==> src/rtl/core/asp_pkg.sv <==
// ----------------------------------------------------------------------------
// asp_pkg: shared types and constants for the allocation site profiler
// Payload structs, controller state, command and status bundles.
// ----------------------------------------------------------------------------
package asp_pkg;

  localparam int unsigned SiteBits = 12;
  localparam int unsigned SiteCap  = 1 << SiteBits;
  localparam logic [63:0] HashMul  = 64'hff51afd7ed558ccd;
  localparam logic [31:0] PeakStepReset = 32'd1048576;

  typedef logic [SiteBits-1:0] site_idx_t;

  typedef enum logic [1:0] {
    OP_ALLOC = 2'd0,
    OP_FREE  = 2'd1,
    OP_READ  = 2'd2,
    OP_READ3 = 2'd3
  } op_e;

  typedef struct packed {
    logic [1:0]  operation;
    logic [63:0] return_addr;
    logic [31:0] block_size;
    logic [11:0] header_slot;
    logic        header_valid;
  } asp_in_t;

  typedef struct packed {
    logic [11:0] slot;
    logic [63:0] site_addr;
    logic [47:0] site_live_bytes;
    logic [31:0] site_live_count;
    logic [47:0] site_total_bytes;
    logic [31:0] site_total_count;
    logic [47:0] live_total;
    logic [47:0] peak_total;
    logic        dump_now;
    logic [31:0] dump_count;
    logic [31:0] collision_count;
    logic [31:0] foreign_count;
  } asp_out_t;

  typedef enum logic [2:0] {
    ST_CLEAR,
    ST_IDLE,
    ST_HASH1,
    ST_MUL,
    ST_HASH2,
    ST_READ,
    ST_UPDATE
  } asp_state_e;

  typedef struct packed {
    logic clear_step;   // write zero at the clear pointer, advance it
    logic load;         // capture the input request
    logic hash1;        // low and cross partial products
    logic mul;          // combine partial products into the hash product
    logic hash2;        // finish hash, issue table read
    logic rd;           // issue table read for free/read
    logic update;       // read-modify-write and build result
  } asp_cmd_t;

  typedef struct packed {
    logic clear_done;
    logic is_alloc;
  } asp_sts_t;

  function automatic logic [47:0] add48(logic [47:0] a, logic [31:0] b);
    logic [48:0] s;
    s = {1'b0, a} + {17'd0, b};
    return s[48] ? 48'hFFFF_FFFF_FFFF : s[47:0];
  endfunction

  function automatic logic [47:0] sub48(logic [47:0] a, logic [31:0] b);
    return (a > {16'd0, b}) ? a - {16'd0, b} : 48'd0;
  endfunction

  function automatic logic [31:0] inc32(logic [31:0] a);
    return (a == 32'hFFFF_FFFF) ? a : a + 32'd1;
  endfunction

endpackage

==> src/rtl/core/asp_ctrl.sv <==
// ----------------------------------------------------------------------------
// asp_ctrl: sequencer for the allocation site profiler
// Runs the table clear after reset, then steps each request through its phases.
// ----------------------------------------------------------------------------
module asp_ctrl import asp_pkg::*; (
  input  logic     clk_i,
  input  logic     rst_ni,
  input  logic     in_valid_i,
  output logic     in_stall_o,
  output logic     out_valid_o,
  input  logic     out_stall_i,
  input  asp_sts_t sts_i,
  output asp_cmd_t cmd_o
);

  asp_state_e state_q, state_d;
  logic       out_full_q, out_full_d;

  always_ff @(posedge clk_i or negedge rst_ni) begin
    if (!rst_ni) begin
      state_q    <= ST_CLEAR;
      out_full_q <= 1'b0;
    end else begin
      state_q    <= state_d;
      out_full_q <= out_full_d;
    end
  end

  assign out_valid_o = out_full_q;

  always_comb begin
    state_d    = state_q;
    cmd_o      = '0;
    in_stall_o = 1'b1;
    out_full_d = out_full_q;
    if (out_full_q && !out_stall_i) out_full_d = 1'b0;
    unique case (state_q)
      ST_CLEAR: begin
        cmd_o.clear_step = 1'b1;
        if (sts_i.clear_done) state_d = ST_IDLE;
      end
      ST_IDLE: begin
        in_stall_o = 1'b0;
        if (in_valid_i) begin
          cmd_o.load = 1'b1;
          state_d    = ST_HASH1;
        end
      end
      ST_HASH1: begin
        if (sts_i.is_alloc) begin
          cmd_o.hash1 = 1'b1;
          state_d     = ST_MUL;
        end else begin
          cmd_o.rd = 1'b1;
          state_d  = ST_READ;
        end
      end
      ST_MUL: begin
        cmd_o.mul = 1'b1;
        state_d   = ST_HASH2;
      end
      ST_HASH2: begin
        cmd_o.hash2 = 1'b1;
        state_d     = ST_READ;
      end
      ST_READ: begin
        state_d = ST_UPDATE;
      end
      ST_UPDATE: begin
        // hold until the result register is free or drains this cycle
        if (!out_full_q || !out_stall_i) begin
          cmd_o.update = 1'b1;
          out_full_d   = 1'b1;
          state_d      = ST_IDLE;
        end
      end
      default: state_d = ST_IDLE;
    endcase
  end

endmodule

==> config.mk <==
export PLATFORM = sky130hd
export DESIGN_NAME = asp_ctrl
export DESIGN_NICKNAME = d
export VERILOG_FILES = /design/src/rtl/core/asp_pkg.sv /design/src/rtl/core/asp_ctrl.sv
export SDC_FILE = /design/constraint.sdc
export NUM_CORES = 1
export LEC_CHECK = 0
export ABC_AREA = 1
export BUFFER_PORTS_ARGS = -buffer_cell sky130_fd_sc_hd__buf_2
export CORE_AREA = 2 2 39 41
export DETAILED_ROUTE_END_ITERATION = 6
export DIE_AREA = 0 0 41 43
export GPL_TIMING_DRIVEN = 1
export MAX_ROUTING_LAYER = met4
export SYNTH_ARGS = -nofsm -noshare
export SYNTH_HDL_FRONTEND = slang
export SYNTH_SLANG_ARGS = --single-unit
export TNS_END_PERCENT = 5
==> constraint.sdc <==
create_clock -name clk_i -period 3.8 [get_ports clk_i]
set_clock_uncertainty 0.2 [all_clocks]
set_input_delay 0 -clock clk_i [delete_from_list [all_inputs] [get_ports clk_i]]
set_output_delay 0 -clock clk_i [all_outputs]
set_load 0.02 [all_outputs]
==> out/summary.txt <==
Reg clk slew, reported paths: 40 ps
CP bufs+invs: 2
first drt pass iteration count: 4
chip width: 41 um
nets: 81
IO Port Bufs: 14
Core ar.: 1380 um2
H-tree Lvls: 1
Avg WL per Cell: 8.35 um
Mapped Cells: 49
GRT Overall Usage: 11.0%
Yosys top cell by area: dfrtp_1
RSZ-0062 raised after global routing: false
Fmax achieved: 0.541 GHz
critical path's top delay family: buffers and inverters
clock sinks: 4
synth unique cells: 13
synthesis-to-finish area growth: 56.6%
Slew Limit Fails: 0
CTS tree: done
final hold slack: -2.66 ps
CP peak stage delay: 550 ps
Final TNS setup: 0 ps
Worst Path Required: 3770 ps
period utilization: 48.6%
CP arrival: 1820 ps
Worst Max-Slew Pin Slew: 261 ps
FP Rows: 14
layout cell share with drive strength beyond 1: 36.1%
status: finished, violations left
Yosys top cell area share: 32.8%
gp weighted congestion: 0.764
Setup crit start kind: flip-flop
largest net degree at the start of global routing: 8
endpoints failing hold: 1
Setup Viol. Count Final: 0
ys async rst share: 100%
Die ar.: 1760 um2
CP max stage cell: dlygate4sd3_1
Ys Warns: 0
EDFF count, synth: 0
post-layout util: 34.5%
fillers: 144
initial antenna violation count: 0
P_leak: 0.308 nW
CP cell instances: inv_2 -> ha_1 -> nand2_2 -> nand2_1 -> o21ai_1 -> dlygate4sd3_1
flops & latches, synth: 4
min-delay worst type: input pin to flip-flop
ANT cells: 0
vias in the first global route: 324
mapped cell area: 305 um2
PwrDens: 635 nW/um2
wire length of the first global-routing pass: 1210 um
top post-synthesis cells by area: dfrtp_1 33%, nand2_1 15%, inv_1 11%
Tmin final: 1850 ps
wirelength, routed: 735 um
DRC: 0
most frequent cells after synthesis: 12 x nand2_1, 9 x inv_1, 5 x nor2_1
Max-cap violations: 0
slew margin rel.: 82.6%
Setup CP Type: flip-flop to flip-flop
GRT overflow: 0
IO Count: 15
via density per instance: 4.09
post-route ant nets: 0
vias post-DR: 360
clock buffer depth: 2
crit end category: flip-flop
HPWL after DPL: 519 um
Mean Syn Cell Area: 6.23 um2
failing checks: negative hold slack
postcts setup bufs: 0
count leader, synth: nand2_1
Peak VDD IR: 0.000268 V
Seq/Total Area, Yosys: 32.8%
Iter 0 DRT Violations: 3
synthesized net count: 56
clock root cell: clkbuf_4
height of the die: 43 um
Worst-Skew Late Latency: 240 ps
main flop type after synthesis: dfrtp_1
CP max FO: 5
Initial Util: 22.1%
Num CTS Buffers: 3
layer usage:
metal	GRT usage [%]	routed length, um	vias up
li1	-	-	193
met5	-	0	-
met4	8.00	13	0
met3	3.14	49	2
met2	15.6	340	14
met1	12.4	332	151
where the power goes:
part / internal [mW] / switching (mW)
registers: 0.0544 / 0.0176
logic: 0.0662 / 0.110
clock network: 0.0355 / 0.0192
state kept, by name (all words and copies together), names as in the netlist:
| name | flops |
|---|---|
| state_q | 3 |
| out_valid_o | 1 |
cell usage in the layout (no fill, tap or decap):
cell type | Yosys | routed
buf_2 | 0 | 14
clkbuf_4 | 0 | 3
dfrtp_1 | 4 | 4
dlygate4sd3_1 | 0 | 6
ha_1 | 1 | 1
inv_1 | 9 | 9
inv_2 | 4 | 4
nand2_1 | 12 | 12
nand2_2 | 2 | 2
nand3_1 | 4 | 4
nand3_2 | 1 | 1
nor2_1 | 5 | 5
nor2_2 | 2 | 2
nor3_1 | 2 | 2
o21ai_0 | 1 | 1
o21ai_1 | 2 | 2
worst paths after layout:
| check | start | to | slack (ps) | cells after the start |
|---|---|---|---|---|
| max | state_q[1]$_DFFE_PN0P_ | state_q[1]$_DFFE_PN0P_ | 1950 | 6 |
| min | sts_i[1] | state_q[2]$_DFFE_PN0P_ | -3 | 5 |
| max reg2reg | state_q[1]$_DFFE_PN0P_ | state_q[1]$_DFFE_PN0P_ | 1950 | 6 |
| min reg2reg | out_valid_o$_DFF_PN0_ | out_valid_o$_DFF_PN0_ | 300 | 2 |
| max in group asynchronous | rst_ni | state_q[2]$_DFFE_PN0P_ | 2760 | 3 |
| min in group asynchronous | rst_ni | state_q[0]$_DFFE_PN0P_ | 470 | 3 |
per-stage QoR:
step                      instance area, um2  instances  power (mW)  setup WS (ps)
final                                    478         88       0.303           1950
after floorplan                          305         49       0.194           2500
after CTS                                478         88       0.308           1930
after detailed placement                 395         79       0.238           2420
after global routing                     478         88       0.334           1820
after global placement                   395         79       0.236           2430
repair_timing:
| item | 4_1_cts | 5_1_grt |
|---|---|---|
| endpoints found under the hold margin | 8 | 0 |
| resized for setup | 0 | 0 |
| hold buffers | 6 | 0 |
worst min-delay path, cell delays in order:
cell     delay, ps
buf_2           90
inv_1           40
nand3_1         80
nand3_2        100
o21ai_1         70
kinds of logic after synthesis:
logic type      Yosys count  share of synthesized area (%)
simple gates             28                           42.2
buf+inv                  13                           16.0
flops                     4                           32.8
compound gates            3                           4.92
fa+ha+maj                 1                           4.10
final cells by class:
| cell class | count | area [um2] | share of cell area, % |
|---|---|---|---|
| multi-input cells | 32 | 156 | 32.7 |
| repair buffers | 20 | 130 | 27.2 |
| flip-flops and latches | 4 | 100 | 20.9 |
| inverters | 13 | 48.8 | 10.2 |
| clock buffers | 3 | 22.5 | 4.71 |
| well taps | 16 | 20.0 | 4.19 |
Power figures use the tool's default switching activity.
